===== config.mk =====
export PLATFORM = sky130hd
export DESIGN_NAME = blfmc_front_flat
export DESIGN_NICKNAME = d
export VERILOG_FILES = /design/src/hdl/blfmc_pkg.sv /design/src/hdl/blfmc_if.sv /design/src/hdl/blfmc_front.sv /design/src/flat_wrapper.sv
export SDC_FILE = /design/constraint.sdc
export NUM_CORES = 1
export LEC_CHECK = 0
export BUFFER_PORTS_ARGS = -buffer_cell sky130_fd_sc_hd__buf_2
export CAP_MARGIN = 20
export CORE_ASPECT_RATIO = 0.5
export CORE_MARGIN = 2
export CORE_UTILIZATION = 62
export DETAILED_ROUTE_END_ITERATION = 10
export PLACE_DENSITY = 0.94
export SLEW_MARGIN = 10
export SYNTH_ARGS = -nofsm -noshare
export SYNTH_HDL_FRONTEND = slang
export SYNTH_SLANG_ARGS = --single-unit

===== constraint.sdc =====
create_clock -name clk -period 15.8 [get_ports clk]
set_clock_uncertainty 0.15 [all_clocks]
set_input_delay 3.95 -clock clk [delete_from_list [all_inputs] [get_ports clk]]
set_output_delay 3.95 -clock clk [all_outputs]
set_load 0.005 [all_outputs]

===== src/hdl/blfmc_pkg.sv =====
// ----------------------------------------------------------------------------
// blfmc_pkg
// Shared types, constants and helpers of the balance line-follow controller.
// ----------------------------------------------------------------------------
package blfmc_pkg;

	// defaults of the top-level parameters
	localparam int LINE_WIDTH_DEF    = 128;
	localparam int STEER_DIVISOR_DEF = 10;
	localparam int QUEUE_DEPTH_DEF   = 4;

	// configuration port
	localparam int CFG_IDX_W  = 3;
	localparam int CFG_DATA_W = 16;

	typedef enum logic [CFG_IDX_W-1:0] {
		REG_DARK_THRESHOLD = 3'd0,
		REG_GAIN_ANGLE     = 3'd1,
		REG_GAIN_RATE      = 3'd2,
		REG_GAIN_DISTANCE  = 3'd3,
		REG_GAIN_SPEED     = 3'd4,
		REG_SPEED_TARGET   = 3'd5
	} cfg_idx_t;

	// register reset values
	localparam logic [7:0]         DARK_THRESHOLD_RST = 8'd100;
	localparam logic signed [15:0] GAIN_ANGLE_RST     = 16'sd2560;
	localparam logic signed [15:0] GAIN_RATE_RST      = 16'sd2560;
	localparam logic signed [15:0] GAIN_DISTANCE_RST  = -16'sd5120;
	localparam logic signed [15:0] GAIN_SPEED_RST     = -16'sd2560;
	localparam logic signed [15:0] SPEED_TARGET_RST   = 16'sd77;

	// item kinds
	localparam logic REQ_PIXEL = 1'b0;
	localparam logic REQ_TICK  = 1'b1;

	// Q8.8 gains used by the back end
	typedef struct packed {
		logic signed [15:0] angle;
		logic signed [15:0] rate;
		logic signed [15:0] distance;
		logic signed [15:0] speed;
	} gains_t;

	// one tick record between front and back end
	typedef struct packed {
		logic signed [31:0] angle_sum;
		logic signed [31:0] distance_sum;
		logic signed [15:0] rate;
		logic signed [15:0] speed;
		logic        [7:0]  middle;
	} tick_rec_t;

	// saturate a 34-bit signed sum to 32 bits
	function automatic logic signed [31:0] sat32(input logic signed [33:0] v);
		logic signed [31:0] r;
		if (v > 34'sh0_7FFF_FFFF) begin
			r = 32'sh7FFF_FFFF;
		end else if (v < -34'sh0_8000_0000) begin
			r = 32'sh8000_0000;
		end else begin
			r = v[31:0];
		end
		return r;
	endfunction

	// saturate a 36-bit signed value to 16 bits
	function automatic logic signed [15:0] sat16(input logic signed [35:0] v);
		logic signed [15:0] r;
		if (v > 36'sd32767) begin
			r = 16'sh7FFF;
		end else if (v < -36'sd32768) begin
			r = 16'sh8000;
		end else begin
			r = v[15:0];
		end
		return r;
	endfunction

endpackage


===== src/hdl/blfmc_if.sv =====
// ----------------------------------------------------------------------------
// blfmc_if
// Valid/ready channels for input items and result items.
// ----------------------------------------------------------------------------
interface blfmc_in_if;
	logic               valid;
	logic               ready;
	logic               req_type;
	logic        [7:0]  pixel_col;
	logic        [7:0]  pixel_value;
	logic signed [15:0] gyro_rate;
	logic signed [15:0] wheel_speed;

	modport source (output valid, req_type, pixel_col, pixel_value, gyro_rate, wheel_speed,
		input ready);
	modport sink (input valid, req_type, pixel_col, pixel_value, gyro_rate, wheel_speed,
		output ready);
endinterface



===== src/hdl/blfmc_front.sv =====
// ----------------------------------------------------------------------------
// blfmc_front
// Accepts items; pixels update the edge registers, ticks update the sums, reset the
// edges and push a record to the queue.
// ----------------------------------------------------------------------------
module blfmc_front #(
	parameter int LINE_WIDTH = blfmc_pkg::LINE_WIDTH_DEF
) (
	input  logic                    clk,
	input  logic                    arst_n,
	blfmc_in_if.sink                in_ch,
	input  logic [7:0]              dark_threshold,
	input  logic signed [15:0]      speed_target,
	input  logic                    q_full,
	output logic                    q_push,
	output blfmc_pkg::tick_rec_t    q_data
);

	localparam int         HALF   = LINE_WIDTH / 2;
	localparam logic [7:0] HALF8  = 8'(HALF);
	localparam logic [7:0] LAST8  = 8'(LINE_WIDTH - 1);
	localparam logic [9:0] WIDTH10 = 10'(LINE_WIDTH);

	logic               [7:0]  left_edge_q;
	logic               [7:0]  right_edge_q;
	logic signed        [31:0] angle_sum_q;
	logic signed        [31:0] distance_sum_q;

	logic                      accept;
	logic                      is_tick;
	logic                      dark;
	logic                      left_hit;
	logic                      right_hit;
	logic signed        [33:0] angle_wide;
	logic signed        [33:0] dist_wide;
	logic signed        [31:0] angle_next;
	logic signed        [31:0] dist_next;
	logic               [8:0]  edge_sum;

	assign in_ch.ready = !q_full;
	assign accept      = in_ch.valid && in_ch.ready;
	assign is_tick     = (in_ch.req_type == blfmc_pkg::REQ_TICK);

	always_comb begin
		dark      = in_ch.pixel_value < dark_threshold;
		left_hit  = dark && (in_ch.pixel_col != 8'd0) && (in_ch.pixel_col <= HALF8)
			&& (in_ch.pixel_col > left_edge_q);
		right_hit = dark && (in_ch.pixel_col >= HALF8)
			&& (({2'b00, in_ch.pixel_col} + 10'd2) <= WIDTH10)
			&& (in_ch.pixel_col < right_edge_q);

		angle_wide = 34'(angle_sum_q) + 34'(in_ch.gyro_rate);
		dist_wide  = 34'(distance_sum_q) + 34'(in_ch.wheel_speed) - 34'(speed_target);
		angle_next = blfmc_pkg::sat32(angle_wide);
		dist_next  = blfmc_pkg::sat32(dist_wide);
		edge_sum   = {1'b0, left_edge_q} + {1'b0, right_edge_q};
	end

	always_ff @(posedge clk or negedge arst_n) begin
		if (!arst_n) begin
			left_edge_q    <= '0;
			right_edge_q   <= LAST8;
			angle_sum_q    <= '0;
			distance_sum_q <= '0;
		end else if (accept) begin
			if (is_tick) begin
				angle_sum_q    <= angle_next;
				distance_sum_q <= dist_next;
				left_edge_q    <= '0;
				right_edge_q   <= LAST8;
			end else begin
				if (left_hit) begin
					left_edge_q <= in_ch.pixel_col;
				end
				if (right_hit) begin
					right_edge_q <= in_ch.pixel_col;
				end
			end
		end
	end

	assign q_push              = accept && is_tick;
	assign q_data.angle_sum    = angle_next;
	assign q_data.distance_sum = dist_next;
	assign q_data.rate         = in_ch.gyro_rate;
	assign q_data.speed        = in_ch.wheel_speed;
	assign q_data.middle       = edge_sum[8:1];

endmodule


===== src/flat_wrapper.sv =====
// flat-port wrapper written by rule: the top's interface ports become plain ports
module blfmc_front_flat 
#(
	parameter int LINE_WIDTH = blfmc_pkg::LINE_WIDTH_DEF
)
  (clk, arst_n, dark_threshold, speed_target, q_full, q_push, q_data, in_ch_valid, in_ch_req_type, in_ch_pixel_col, in_ch_pixel_value, in_ch_gyro_rate, in_ch_wheel_speed, in_ch_ready);
  blfmc_in_if in_ch_i ();
  input  logic clk;
  input  logic arst_n;
  input  logic [7:0] dark_threshold;
  input  logic signed [15:0] speed_target;
  input  logic q_full;
  output logic q_push;
  output blfmc_pkg::tick_rec_t q_data;
  input wire logic [$bits(in_ch_i.valid)-1:0] in_ch_valid;
  input wire logic [$bits(in_ch_i.req_type)-1:0] in_ch_req_type;
  input wire logic [$bits(in_ch_i.pixel_col)-1:0] in_ch_pixel_col;
  input wire logic [$bits(in_ch_i.pixel_value)-1:0] in_ch_pixel_value;
  input wire logic [$bits(in_ch_i.gyro_rate)-1:0] in_ch_gyro_rate;
  input wire logic [$bits(in_ch_i.wheel_speed)-1:0] in_ch_wheel_speed;
  output wire logic [$bits(in_ch_i.ready)-1:0] in_ch_ready;
  assign in_ch_i.valid = in_ch_valid;
  assign in_ch_i.req_type = in_ch_req_type;
  assign in_ch_i.pixel_col = in_ch_pixel_col;
  assign in_ch_i.pixel_value = in_ch_pixel_value;
  assign in_ch_i.gyro_rate = in_ch_gyro_rate;
  assign in_ch_i.wheel_speed = in_ch_wheel_speed;
  assign in_ch_ready = in_ch_i.ready;
  blfmc_front #(.LINE_WIDTH(LINE_WIDTH)) u_core (.clk(clk), .arst_n(arst_n), .in_ch(in_ch_i), .dark_threshold(dark_threshold), .speed_target(speed_target), .q_full(q_full), .q_push(q_push), .q_data(q_data));
endmodule

==> results.py <==
metrics = {
    "run_status": {
        "status": "finished clean",
    },
    "synthesis": {
        "synthAdderAreaFrac_pct": 19.6,
        "ys.flop_type": "dfrtp_1",
        "ys_seq_area_share_pct": 21.1,
        "synth_compound_area_share_pct": 25.0,
        "synth_edf_count": 0,
        "synth.distinct_cells": 70,
        "post_synth.cell_area_avg_um2": 7.91,
        "synth_top_family_by_area": "compound AO/OA/AOI/OAI gates",
        "synthSimpleGateAreaFrac_pct": 16.4,
        "muxShareOfSynthArea_pct": 1.20,
        "yosys_warnings": 0,
        "syn_area_um2": 9520,
        "synth_xor_area_share_pct": 5.70,
        "synth_seq_cells": 80,
        "synth-async-reset-ratio_pct": 100,
        "synth_cells": 1203,
        "syn-num-nets": 1409,
    },
    "critical_path": {
        "worst_r2r_path_depth": 12,
        "critPathLaunchType": "input port",
        "crit_path_start": "in_ch_wheel_speed[3]",
        "crit_slowest_cell": "nand2_1",
        "cp_max_fo": 33,
        "end_kind": "output port",
        "reg2reg_to": "u_core.distance_sum_q[28]",
        "worstPathCellList": "buf_2 -> inv_1 -> fa_1 -> inv_1 -> ha_1 -> o21ai_0 -> nor4_1 -> nor2_1 -> a21oi_1 -> o31ai_1 -> o32ai_2 -> nand2_1 -> o21ai_1 -> buf_2",
        "rrSetupSlack_ps": 10580,
        "worstPathRequired_ps": 11700,
        "path_buf_inv": 4,
        "crit_end": "q_data[59]",
        "r2r_start": "u_core.distance_sum_q[3]",
        "critPathKind": "input port to output port",
        "crit_arrival_ps": 8780,
        "cp_slowest_stage_delay_ps": 940,
        "crit_cells": 14,
        "crit_family": "compound AO/OA/AOI/OAI gates",
    },
    "clock_tree": {
        "hold_buffers": 0,
        "h-tree-depth": 3,
        "cts_setup_buffers": 0,
        "cts-buffers-inserted": 9,
        "cts_resized": 0,
        "cts_tree": "done",
        "clock_latency_ps": 350,
        "clkTransAtPathRegs_ps": 70,
        "root_buffer": "clkbuf_16",
        "cts_buffer_depth": 2,
        "clock-sinks": 80,
    },
    "layout": {
        "mostFrequentLayoutCell": "buf_2",
        "fillers": 1182,
        "seqCellArea_um2": 2010,
        "multi_input_area_um2": 6470,
        "nNetsFinal": 1532,
        "final_cell_mix": "buf_2, inv_1, nand2_1",
        "final_cells": 1529,
        "final_layout_size_suffix_gt1_share_pct": 19.2,
        "syn2layout_area_growth_pct": 11.5,
        "antenna_cells": 0,
    },
    "sta": {
        "tns_ps": 0,
        "worstMarginPinSlew_ps": 1140,
        "rsz0062_at_grt": "no",
        "max_freq_mhz": 77.6,
        "min_period_ps": 12880,
        "relSlewSlack_pct": 23.6,
        "post-route-period-util_pct": 81.6,
        "finalHoldViolCount": 0,
        "drv_slew": 0,
        "finalSetupViolations": 0,
    },
    "power": {
        "swShare_pct": 53.4,
        "p_sw_mw": 1.52,
        "p_leak_nw": 5.34,
        "max-vdd-ir-drop_mv": 0.160,
        "power.density_nw_per_um2": 269,
        "seq_power_share_pct": 11.7,
        "internal_power_mw": 1.33,
        "clkPwrFrac_pct": 7.5,
        "p_comb_share_pct": 80.8,
    },
    "run": {
        "maxCapViolCount": 0,
    },
    "global_routing": {
        "grt_max_degree": 96,
        "track_usage_pct": 31.3,
        "grt_pass1_vias": 8844,
        "grt_pass1_wl_um": 41900,
        "antenna_found_initial": 0,
        "overflow": 0,
    },
    "die": {
        "die_h_um": 91.6,
        "initial_core_util_pct": 64.6,
        "dieArea_um2": 16400,
        "std_cell_rows": 31,
        "ioPinCount": 183,
        "die_width_um": 179,
        "core_um2": 14700,
    },
    "detailed_routing": {
        "first_pass_iters": 7,
        "route.detailed.drc": 0,
        "ant_nets": 0,
        "vias_per_cell": 5.99,
        "drt_iter0_markers": 641,
        "vias": 9164,
        "wl_per_cell_um": 16.8,
        "totalWireLength_um": 25600,
    },
    "placed_design": {
        "hpwlAfterDp_um": 19300,
        "portBuffers": 182,
        "post-place-cells": 1512,
        "routabilityCongestion": 0.965,
    },
    "hold_path": {
        "hp-class": "flop to flop",
    },
}
[per-layer routing]
layer | global-route usage, % | routed length [um] | up-vias
met2 | 52.9 | 12300 | 407
met4 | 10.6 | 526 | 0
met3 | 5.10 | 1860 | 53
met5 | 0 | 0 | -
met1 | 40.8 | 10900 | 4336
li1 | - | - | 4368
[sequential cells by signal, indices dropped and copies added (netlist names)]
register	flops
u_core.right_edge_q	8
u_core.distance_sum_q	32
u_core.angle_sum_q	32
u_core.left_edge_q	8
[worst min path at each step]
stage | slack [ps] | depth (start not counted) | to | startpoint
2_1_floorplan | 300 | 2 | u_core.distance_sum_q[31] | u_core.distance_sum_q[31]
3_3_place_gp | 350 | 2 | u_core.distance_sum_q[1] | u_core.distance_sum_q[1]
3_5_place_dp | 340 | 2 | u_core.distance_sum_q[31] | u_core.distance_sum_q[31]
4_1_cts | 350 | 2 | u_core.distance_sum_q[31] | u_core.distance_sum_q[31]
5_1_grt | 390 | 1 | u_core.angle_sum_q[20] | u_core.angle_sum_q[20]
6_report | 360 | 2 | u_core.distance_sum_q[31] | u_core.distance_sum_q[31]
[kinds of logic after synthesis]
logic type | count (synthesis)
and+or+nand+nor | 327
buffers and inverters | 237
AOI/OAI and AO/OA | 357
adders and majority gates | 129
DFF | 80
muxes | 11
xor gates and xnor gates | 62
[area by class of cell]
type | instances | share of cell area, %
multi-input combinational | 886 | 60.9
sequential | 80 | 18.9
timing repair buffer | 190 | 9.43
inverter | 159 | 5.62
tap | 198 | 2.33
clock buffer | 10 | 2.25
clock inverter | 6 | 0.472
[per-stage QoR]
stage | util [%] | area [um2] | power, mW | hold WS, ps | setup slack, ps
3_5_place_dp | 69.9 | 10300 | 2.58 | 337 | 3220
6_report | 72.0 | 10600 | 2.85 | 358 | 2920
2_1_floorplan | - | 9520 | 1.89 | 300 | 4220
4_1_cts | 71.9 | 10600 | 2.81 | 353 | 3120
5_1_grt | 72.0 | 10600 | 3.11 | 392 | 2790
3_3_place_gp | 69.8 | 10300 | 2.51 | 347 | 3090
[tightest hold or removal path, stage by stage, from the launching register on]
cell,delay (ps)
dfrtp_1,350
nand2_1,50
o21ai_0,70
[power groups by stage]
stage / Clock [mW] / Combinational [mW] / Sequential (mW)
3_5_place_dp: 0 / 2.25 / 0.336
6_report: 0.214 / 2.31 / 0.333
4_1_cts: 0.216 / 2.27 / 0.332
5_1_grt: 0.225 / 2.55 / 0.344
3_3_place_gp: 0 / 2.18 / 0.331
2_1_floorplan: 0 / 1.57 / 0.323
[synth_stat cells (4+ instances only)]
library cell	instances	area share, %
inv_1	159	6.3
nand2_1	119	4.7
a21oi_1	97	5.1
ha_1	95	12
dfrtp_1	73	19
nor2_1	70	2.8
o21ai_0	55	2.9
nand2b_1	45	3.0
fa_1	34	7.1
buf_4	33	2.6
xnor2_1	33	3.0
a21o_1	32	2.5
clkbuf_1	30	1.2
xor2_1	29	2.7
o21ai_1	25	1.3
o221ai_1	25	2.3
nand3_1	20	1.1
a21oi_2	19	1.7
nand4_1	16	1.1
o21a_1	15	1.2
o211ai_1	14	1.1
nor2b_1	11	0.72
nor3_1	11	0.58
a31oi_1	10	0.66
o21bai_1	10	0.79
a211oi_1	9	0.71
buf_2	9	0.47
mux2i_1	8	0.84
and2_1	7	0.46
dfstp_2	7	1.9
and3_1	6	0.39
o31ai_1	6	0.47
a311oi_1	5	0.46
a31o_2	5	0.46
a21boi_0	4	0.32
and4_1	4	0.37
or2_2	4	0.26
or3_1	4	0.26
(Power assumes the default switching activity.)
