===== src/hdl/blfmc_pkg.sv =====
// ----------------------------------------------------------------------------
// blfmc_pkg
// Shared types, constants and helpers of the balance line-follow controller.
// ----------------------------------------------------------------------------
package blfmc_pkg;

	// defaults of the top-level parameters
	localparam int LINE_WIDTH_DEF    = 128;
	localparam int STEER_DIVISOR_DEF = 10;
	localparam int QUEUE_DEPTH_DEF   = 4;

	// configuration port
	localparam int CFG_IDX_W  = 3;
	localparam int CFG_DATA_W = 16;

	typedef enum logic [CFG_IDX_W-1:0] {
		REG_DARK_THRESHOLD = 3'd0,
		REG_GAIN_ANGLE     = 3'd1,
		REG_GAIN_RATE      = 3'd2,
		REG_GAIN_DISTANCE  = 3'd3,
		REG_GAIN_SPEED     = 3'd4,
		REG_SPEED_TARGET   = 3'd5
	} cfg_idx_t;

	// register reset values
	localparam logic [7:0]         DARK_THRESHOLD_RST = 8'd100;
	localparam logic signed [15:0] GAIN_ANGLE_RST     = 16'sd2560;
	localparam logic signed [15:0] GAIN_RATE_RST      = 16'sd2560;
	localparam logic signed [15:0] GAIN_DISTANCE_RST  = -16'sd5120;
	localparam logic signed [15:0] GAIN_SPEED_RST     = -16'sd2560;
	localparam logic signed [15:0] SPEED_TARGET_RST   = 16'sd77;

	// item kinds
	localparam logic REQ_PIXEL = 1'b0;
	localparam logic REQ_TICK  = 1'b1;

	// Q8.8 gains used by the back end
	typedef struct packed {
		logic signed [15:0] angle;
		logic signed [15:0] rate;
		logic signed [15:0] distance;
		logic signed [15:0] speed;
	} gains_t;

	// one tick record between front and back end
	typedef struct packed {
		logic signed [31:0] angle_sum;
		logic signed [31:0] distance_sum;
		logic signed [15:0] rate;
		logic signed [15:0] speed;
		logic        [7:0]  middle;
	} tick_rec_t;

	// saturate a 34-bit signed sum to 32 bits
	function automatic logic signed [31:0] sat32(input logic signed [33:0] v);
		logic signed [31:0] r;
		if (v > 34'sh0_7FFF_FFFF) begin
			r = 32'sh7FFF_FFFF;
		end else if (v < -34'sh0_8000_0000) begin
			r = 32'sh8000_0000;
		end else begin
			r = v[31:0];
		end
		return r;
	endfunction

	// saturate a 36-bit signed value to 16 bits
	function automatic logic signed [15:0] sat16(input logic signed [35:0] v);
		logic signed [15:0] r;
		if (v > 36'sd32767) begin
			r = 16'sh7FFF;
		end else if (v < -36'sd32768) begin
			r = 16'sh8000;
		end else begin
			r = v[15:0];
		end
		return r;
	endfunction

endpackage


===== src/hdl/blfmc_queue.sv =====
// ----------------------------------------------------------------------------
// blfmc_queue
// Short flip-flop queue of tick records between front and back end.
// ----------------------------------------------------------------------------
module blfmc_queue #(
	parameter int DEPTH = blfmc_pkg::QUEUE_DEPTH_DEF
) (
	input  logic                 clk,
	input  logic                 arst_n,
	input  logic                 push,
	input  blfmc_pkg::tick_rec_t push_data,
	input  logic                 pop,
	output blfmc_pkg::tick_rec_t pop_data,
	output logic                 empty,
	output logic                 full
);

	localparam int PTR_W = (DEPTH > 1) ? $clog2(DEPTH) : 1;
	localparam int CNT_W = $clog2(DEPTH + 1);
	localparam logic [PTR_W-1:0] PTR_LAST = PTR_W'(DEPTH - 1);
	localparam logic [CNT_W-1:0] CNT_FULL = CNT_W'(DEPTH);

	blfmc_pkg::tick_rec_t   entry_q [DEPTH];
	logic [PTR_W-1:0]       wr_ptr_q;
	logic [PTR_W-1:0]       rd_ptr_q;
	logic [CNT_W-1:0]       count_q;
	logic                   do_push;
	logic                   do_pop;

	assign empty    = (count_q == '0);
	assign full     = (count_q == CNT_FULL);
	assign do_push  = push && !full;
	assign do_pop   = pop && !empty;
	assign pop_data = entry_q[rd_ptr_q];

	always_ff @(posedge clk or negedge arst_n) begin
		if (!arst_n) begin
			wr_ptr_q <= '0;
			rd_ptr_q <= '0;
			count_q  <= '0;
		end else begin
			if (do_push) begin
				wr_ptr_q <= (wr_ptr_q == PTR_LAST) ? '0 : wr_ptr_q + 1'b1;
			end
			if (do_pop) begin
				rd_ptr_q <= (rd_ptr_q == PTR_LAST) ? '0 : rd_ptr_q + 1'b1;
			end
			if (do_push && !do_pop) begin
				count_q <= count_q + 1'b1;
			end else if (do_pop && !do_push) begin
				count_q <= count_q - 1'b1;
			end
		end
	end

	always_ff @(posedge clk) begin
		if (do_push) begin
			entry_q[wr_ptr_q] <= push_data;
		end
	end

endmodule


===== config.mk =====
export PLATFORM = sky130hd
export DESIGN_NAME = blfmc_queue
export DESIGN_NICKNAME = d
export VERILOG_FILES = /design/src/hdl/blfmc_pkg.sv /design/src/hdl/blfmc_queue.sv
export SDC_FILE = /design/constraint.sdc
export NUM_CORES = 1
export LEC_CHECK = 0
export ABC_AREA = 1
export CORE_UTILIZATION = 50
export DETAILED_ROUTE_END_ITERATION = 10
export DONT_BUFFER_PORTS = 1
export PLACE_DENSITY = 0.67
export SYNTH_ARGS = -nofsm -noshare
export SYNTH_HDL_FRONTEND = slang
export SYNTH_SLANG_ARGS = --single-unit
export TNS_END_PERCENT = 10

===== constraint.sdc =====
create_clock -name clk -period 5.6 [get_ports clk]
set_input_delay 0.56 -clock clk [delete_from_list [all_inputs] [get_ports clk]]
set_output_delay 0.56 -clock clk [all_outputs]
set_load 0.02 [all_outputs]

==> flow_summary.yaml, run 1 <==
synthesis:
  synth_edf_count: 416
  synth_area_leader_cell: "edfxtp_1"
  syn_inst: 1274
  synth.area.top_cells: "edfxtp_1 74%, o211ai_1 9.3%, nand2_1 7.3%, inv_1 5.0%, buf_2 1.2%"
  yosysSeqAreaShare_pct: 75.4
  ys_warn_count: 0
  postSynthAreaPerCell_um2: 13.2
  syn_nets: 1389
  synth-seq-cells: 423
  ys_types: 17
  synthFlopType: "edfxtp_1"
  yosysTopAreaCellShare_pct: 74.4
  synth_area_um2: 16800
  synth_async_sr_flop_share_pct: 1.65
power:
  switching_share_pct: 36.6
  ir_worst_vdd_mv: 0.410
  p_leak_nw: 6.99
  intPower_mw: 6.59
  pwr-share-comb_pct: 29.0
  p_per_area_nw_per_um2: 557
  switchingPower_mw: 3.80
  p_seq_share_pct: 42.9
  p_clk_share_pct: 28.1
cts:
  cts_buffers: 44
  clk_path_buf_depth: 3
  cts_max_level: 2
  clk_pin_slew_ns: 0.06
  postCtsHoldBufs: 1
  clkSinkCount: 423
  root_buffer: "clkbuf_16"
  cts_resized: 0
  cts_tree: "built"
  insertion_delay_ns: 0.54
  post-cts-setup-buffers: 0
route:
  dr.pass1.iters: 5
  via_count: 8946
  route.met3.wl_um: 3100
  route.met2.wl_um: 14900
  wl_met1_um: 12500
  ant_nets: 0
  avgViaCountPerCell: 5.14
  first_iter_violations: 516
  wl_per_cell_um: 17.8
  wirelength_um: 31000
  drc: 0
  top_layer: "met4"
sta:
  fin_crit_ns: 3.63
  fin_skew_ns: 0.0225
  timing.final.crit_share_pct: 64.8
  setup_violations: 0
  hold_viol_final: 0
  fin_hold_ws_ns: 0.109
  slew_headroom_pct: 35.4
  max_freq_mhz: 276
  rsz0062_at_grt: "no"
  worstMarginPinSlew_ns: 0.970
  finalMaxSlewViolations: 0
critical_path:
  endpoint_kind: "output pin"
  timing.rr.end: "entry_q[3][51]"
  cp.required_ns: 5.04
  crit_slowest_cell: "inv_4"
  r2r_slack_ns: 2.89
  critPathArrivalTime_ns: 3.07
  crit_start: "rd_ptr_q[1]"
  cp_cell_sequence: "inv_4, buf_4, o211ai_1, nand2_1"
  endpoint: "pop_data[4]"
  startpoint_type: "flop"
  slowest_delay_ns: 0.82
  crit_fanout: 75
  reg2reg_depth: 5
  r2r_start: "count_q[0]"
  crit_type: "flop to output pin"
die:
  die_w_um: 185
  ios: 214
  std_cell_rows: 66
  dieHeight_um: 185
  fp.coreArea_um2: 32800
  dieArea_um2: 34300
  start_util_pct: 51.2
global_route:
  grt.overflow.total: 0
  grtUsageTotal_pct: 17.9
  antenna_found_initial: 0
  grt_max_degree: 220
  grt_pass1_vias: 8603
  grt_pass1_wl_um: 46500
worst_hold_path:
  holdCritPathClass: "input port to flop"
  whs_path_depth: 0
job:
  maxCapViolations: 0
layout:
  fin_nets: 1379
  diodes: 0
  design_area_um2: 18700
  area_growth_pct: 11.1
  multi_input_area_um2: 2990
  regArea_um2: 12700
  fill_cells: 2585
  layout-drive-gt1-share_pct: 6.62
  fin_util_pct: 56.9
place:
  placed_cell_area_um2: 17200
  globalplace.congestion: 0.742
  dpl.hpwl_um: 17600
  portBuffers: 0
run_status:
  status: "completed"
-- through the flow --
stage | setup WS, ns | std cells | TNS, ns | power [mW]
after global placement | 2.53 | 1659 | 0 | 7.55
after detailed placement | 2.51 | 1659 | 0 | 7.60
final | 1.97 | 1742 | 0 | 10.4
after CTS | 1.88 | 1742 | 0 | 10.5
after floorplan | -0.0212 | 1274 | -8.80 | 7.03
after global routing | 1.76 | 1742 | 0 | 11.0
-- layout make-up --
cell class | instances | share of cell area (%)
Tap cell | 442 | 2.96
Multi-Input combinational cell | 558 | 16.0
Clock inverter | 30 | 1.66
Clock buffer | 52 | 6.23
Timing Repair Buffer | 13 | 0.671
Inverter | 224 | 4.52
Sequential cell | 423 | 67.9
-- Yosys cell counts (all sizes together), types with 6 or more instances --
| cell | n |
|---|---|
| buf | 44 |
| dfrtp | 7 |
| o211ai | 208 |
| inv | 224 |
| edfxtp | 416 |
| clkbuf | 25 |
| nor2 | 6 |
| ha | 6 |
| nand2 | 327 |
| nand3 | 7 |
-- cells in the final DEF (no fill, tap or decap) --
master         synthesis  layout
dfrtp_1                7       5
clkbuf_8               0       1
buf_12                 0       2
clkinv_2               0       9
clkinv_1               0       9
o211ai_1             208     208
buf_4                  3      10
nor2_1                 6       2
o21ai_0                1       1
edfxtp_1             416     416
inv_6                  0       4
inv_1                223     223
nand2_1              327     327
ha_1                   6       6
clkbuf_16              0      45
fa_1                   1       1
nor2_4                 0       4
inv_4                  0       1
nand4_1                1       1
clkbuf_1              25       6
dfrtp_4                0       2
xnor2_1                1       1
bufinv_16              0       6
clkinvlp_4             0       2
dlygate4sd3_1          0       1
nand3_1                7       7
-- power by group through the flow --
stage | registers [mW] | logic [mW] | clock network [mW]
2_1_floorplan | 4.42 | 2.61 | 0
3_3_place_gp | 4.51 | 3.04 | 0
3_5_place_dp | 4.53 | 3.07 | 0
4_1_cts | 4.46 | 3.08 | 2.98
5_1_grt | 4.52 | 3.35 | 3.09
6_report | 4.46 | 3.02 | 2.92
-- registers in the layout (all words and copies together) (netlist names) --
register  flops
count_q       3
entry_q     416
wr_ptr_q      2
rd_ptr_q      2
-- routing by layer --
metal	global-route usage [%]	vias to the layer above
li1	-	4416
met1	21.0	4230
met2	29.8	257
met3	7.75	43
met4	5.19	0
met5	0	-
-- worst min path at each step --
stage | start | endpoint | slack [ns]
final | push_data[94] | entry_q[2][94] | 0.11
after global placement | arst_n | count_q[2] | 0.26
after CTS | push_data[94] | entry_q[2][94] | 0.08
after detailed placement | arst_n | count_q[2] | 0.26
after global routing | push_data[56] | entry_q[2][56] | 0.08
after floorplan | arst_n | count_q[0] | 0.26
-- cell families after synthesis --
group                    share of synthesized area, %
AO/OA/AOI/OAI                                    9.33
XOR/XNOR                                       0.0522
adder cells (fa/ha/maj)                         0.566
buffers and inverters                            6.92
flip-flops                                       75.4
AND/OR/NAND/NOR                                  7.69
-- worst max-delay path, delay by kind of cell, from the launching register on --
kind,cells,cell delay [ns]
AND/OR/NAND/NOR,1,0.24
buffers and inverters,2,1.27
flip-flops,1,0.76
AO/OA/AOI/OAI,1,0.17
Note: power is estimated with default switching activity, not from simulation.
==> run 2, diff against run 1 <==
Clock period 5.6 ns to 3.27 ns, I/O delays scaled along.
==> flow_summary.yaml, run 2 (synthesis results as in run 1) <==
place:
  placed_cell_area_um2: 17300
  dpl.hpwl_um: 19300
  portBuffers: 0
  dp.cells: 1668
  globalplace.congestion: 0.746
die:
  std_cell_rows: 66
  start_util_pct: 51.2
  ios: 214
  die_w_um: 185
  dieHeight_um: 185
  fp.coreArea_um2: 32800
  dieArea_um2: 34300
run_status:
  status: "completed"
global_route:
  grt_pass1_vias: 9626
  grt_pass1_wl_um: 52200
  grt_max_degree: 80
  grt.overflow.total: 0
  antenna_found_initial: 4
  grtUsageTotal_pct: 19.9
cts:
  clkSinkCount: 423
  cts_resized: 0
  root_buffer: "clkbuf_16"
  cts_max_level: 2
  insertion_delay_ns: 0.54
  cts_buffers: 44
  clk_pin_slew_ns: 0.06
  cts_tree: "built"
  clk_path_buf_depth: 3
critical_path:
  crit_fanout: 54
  r2r_slack_ns: 1.11
  crit_type: "flop to output pin"
  endpoint_kind: "output pin"
  cp.required_ns: 2.94
  reg2reg_depth: 9
  r2r_start: "count_q[0]"
  timing.rr.end: "count_q[1]"
  startpoint_type: "flop"
  critPathArrivalTime_ns: 2.47
route:
  drc: 0
  first_iter_violations: 586
  avgViaCountPerCell: 5.18
  ant_nets: 0
  via_count: 9645
  wl_per_cell_um: 18.1
  wirelength_um: 33600
  dr.pass1.iters: 5
layout:
  largest_register_ffs: 416
  area_growth_pct: 18.1
  top_regs: "entry_q x416, count_q x3"
  multi_input_area_um2: 2990
  fill_cells: 2502
  design_area_um2: 19800
  fin_cells: 1861
  largest_register: "entry_q"
  layout_common_cells: "416 x edfxtp_1, 327 x nand2_1, 223 x inv_1"
  fin_nets: 1494
  layout_commonest_cell: "edfxtp_1"
  regArea_um2: 12700
  layout-drive-gt1-share_pct: 6.57
sta:
  fin_crit_ns: 2.80
  finalMaxSlewViolations: 0
  timing.final.crit_share_pct: 85.6
  fin_skew_ns: 0.0167
  hold_viol_final: 0
  max_freq_mhz: 357
  rsz0062_at_grt: "no"
  worstMarginPinSlew_ns: 0.707
  slew_headroom_pct: 52.9
  setup_violations: 0
worst_hold_path:
  holdCritPathClass: "input port to asynchronous set/reset pin"
power:
  ir_worst_vdd_mv: 0.610
  p_per_area_nw_per_um2: 912
  p_leak_nw: 7.48
  fin_total_pwr_mw: 18.1
job:
  maxCapViolations: 0
run 2: critical path, cell delays in order (launching register included):
cell and delay [ns]:
dfrtp_4 0.89, buf_4 0.56, o211ai_1 0.20, nand2_1 0.25
run 2: metrics by stage:
stage | setup TNS [ns] | hold slack (ns) | worst slack [ns] | util, %
2_1_floorplan | -267.67 | 0.0314 | -0.643 | -
3_3_place_gp | 0 | 0.0319 | 1.02 | 52.8
3_5_place_dp | 0 | 0.0319 | 1.01 | 52.8
4_1_cts | 0 | 0.102 | 0.404 | 60.5
5_1_grt | 0 | 0.126 | 0.295 | 60.5
6_report | 0 | 0.130 | 0.471 | 60.5
run 2: area by class of cell:
cell class	instances	area share, %
clock buffers	53	5.94
repair buffers	128	6.70
inverters	224	4.25
well taps	442	2.79
clock inverters	29	1.27
flip-flops and latches	423	63.9
diodes	4	0.0505
multi-input cells	558	15.1
run 2: per-layer routing:
layer  part of all wire, %  up-vias  track usage, %
met4                   2.3        0            6.21
met3                   7.8       60            5.54
met5                     0        -               0
li1                      -     4656               -
met2                    48      304            32.9
met1                    42     4625            25.4
run 2: report_power, final:
part           internal (mW)  switching (mW)  total, mW
registers               7.11           0.465       7.58
logic                   1.36            4.28       5.64
clock network           2.89            1.99       4.87
total                   11.4            6.73       18.1
run 2: worst max-delay path by stage:
stage	depth (start not counted)	start	slack (ns)	end
3_3_place_gp	3	rd_ptr_q[0]	1.02	pop_data[78]
6_report	3	rd_ptr_q[0]	0.47	pop_data[76]
3_5_place_dp	3	rd_ptr_q[0]	1.01	pop_data[78]
2_1_floorplan	4	count_q[0]	-0.64	entry_q[0][0]
4_1_cts	3	rd_ptr_q[0]	0.40	pop_data[78]
5_1_grt	4	rd_ptr_q[0]	0.30	pop_data[79]
run 2: timing repair:
item	in CTS	in global routing
endpoints found under the hold margin	427	0
buffers inserted	0	0
hold buffers	107	0
==> run 3, diff against run 2 <==
Settings changed: PLACE_DENSITY 0.67 to 0.66.
==> flow_summary.yaml, run 3 (synthesis results as in run 1) <==
run_status:
  status: "completed"
cts:
  clk_pin_slew_ns: 0.06
  cts_buffers: 43
  cts_max_level: 2
  insertion_delay_ns: 0.53
  post-cts-setup-buffers: 0
  clkSinkCount: 423
  root_buffer: "clkbuf_16"
  cts_tree: "built"
  cts_resized: 0
  clk_path_buf_depth: 3
place:
  globalplace.congestion: 0.715
  portBuffers: 0
  dp.cells: 1665
  dpl.hpwl_um: 18100
  dpl_worst_slack_ns: 1.15
  placed_cell_area_um2: 17400
route:
  wirelength_um: 32600
  avgViaCountPerCell: 5.12
  ant_nets: 0
  dr.pass1.iters: 5
  drc: 0
  first_iter_violations: 672
  wl_per_cell_um: 17.6
  via_count: 9480
critical_path:
  critPathArrivalTime_ns: 2.33
  crit_type: "flop to output pin"
  crit_fanout: 112
  endpoint_kind: "output pin"
  startpoint_type: "flop"
  cp.required_ns: 2.94
  r2r_slack_ns: 1.13
sta:
  fin_skew_ns: 0.0143
  rsz0062_at_grt: "no"
  worstMarginPinSlew_ns: 0.765
  fin_hold_ws_ns: 0.0423
  setup_slack_ns: 0.613
  slew_headroom_pct: 49.0
  timing.final.crit_share_pct: 81.3
  finalMaxSlewViolations: 0
  fin_crit_ns: 2.66
  hold_viol_final: 0
  max_freq_mhz: 376
  setup_violations: 0
worst_hold_path:
  holdCritPathClass: "input port to flop"
layout:
  fill_cells: 2512
  layout_commonest_cell: "edfxtp_1"
  design_area_um2: 19800
  largest_register: "entry_q"
  largest_register_ffs: 416
  fin_cells: 1853
  fin_nets: 1490
  fin_util_pct: 60.3
  area_growth_pct: 17.6
  layout-drive-gt1-share_pct: 5.82
  layout_common_cells: "416 x edfxtp_1, 327 x nand2_1, 223 x inv_1"
  top_regs: "entry_q x416, count_q x3"
die:
  dieHeight_um: 185
  die_w_um: 185
  fp.coreArea_um2: 32800
  dieArea_um2: 34300
  start_util_pct: 51.2
  std_cell_rows: 66
  ios: 214
global_route:
  grtUsageTotal_pct: 19.2
  antenna_found_initial: 4
  grt_pass1_wl_um: 49900
  grt_max_degree: 113
  grt_pass1_vias: 9298
  grt.overflow.total: 0
power:
  p_per_area_nw_per_um2: 901
  intPower_mw: 11.2
  p_clk_share_pct: 25.6
  switching_share_pct: 37.3
  pwr-share-comb_pct: 32.6
  ir_worst_vdd_mv: 0.576
  switchingPower_mw: 6.65
  p_leak_nw: 7.42
  p_seq_share_pct: 41.8
job:
  maxCapViolations: 0
==> run 3: cell count changes in the layout (fill, tap and decap cells not counted), sizes merged <==
cell,previous run,this run
buf,21,18
bufinv,4,3
clkbuf,53,54
clkinv,23,17
clkinvlp,2,1
diode,4,3
inv,224,227
==> run 3: per-layer routing <==
metal | track usage (%) | routed length [um]
met5 | 0 | 10
met4 | 5.98 | 648
met3 | 5.98 | 2520
met2 | 32.7 | 16200
met1 | 23.1 | 13300
==> run 3: worst max-delay path, cell delays in order, from the launching register on <==
cell	delay, ns
dfrtp_4	0.82
buf_12	0.45
nand2_1	0.15
o211ai_1	0.11
nand2_1	0.22
==> run 3: cell type report <==
| type | instances | area, um^2 | share of cell area (%) |
|---|---|---|---|
| Clock buffer | 54 | 1120 | 5.66 |
| Inverter | 224 | 843 | 4.27 |
| Timing Repair Buffer | 125 | 1370 | 6.93 |
| Multi-Input combinational cell | 558 | 2990 | 15.1 |
| Antenna cell | 3 | 7.51 | 0.0380 |
| Sequential cell | 423 | 12700 | 64.2 |
| Clock inverter | 24 | 196 | 0.994 |
| Tap cell | 442 | 553 | 2.80 |
==> run 3: metrics by stage <==
step,setup TNS [ns],power (mW)
2_1_floorplan,-267.67,12.0
3_3_place_gp,0,13.2
3_5_place_dp,0,13.3
4_1_cts,0,18.0
5_1_grt,0,18.8
6_report,0,17.8
==> run 3: what timing repair did <==
item                       4_1_cts  5_1_grt
hold endpoints to repair       427        0
setup endpoints to repair        0        0
hold buffers                   107        0
==> run 3: final timing paths <==
check / start / depth (start not counted) / to
min: pop / 3 / rd_ptr_q[1]
max reg2reg: count_q[1] / 9 / count_q[1]
max in group asynchronous: arst_n / 1 / rd_ptr_q[1]
min reg2reg: count_q[2] / 2 / count_q[2]
min in group asynchronous: arst_n / 1 / count_q[0]
max: rd_ptr_q[0] / 4 / pop_data[84]
==> run 3: power groups by stage <==
stage	Clock (mW)	Combinational [mW]	Sequential (mW)
after floorplan	0	4.47	7.49
after global placement	0	5.63	7.53
after detailed placement	0	5.72	7.57
after CTS	4.68	5.89	7.45
after global routing	4.89	6.37	7.54
final	4.56	5.80	7.44
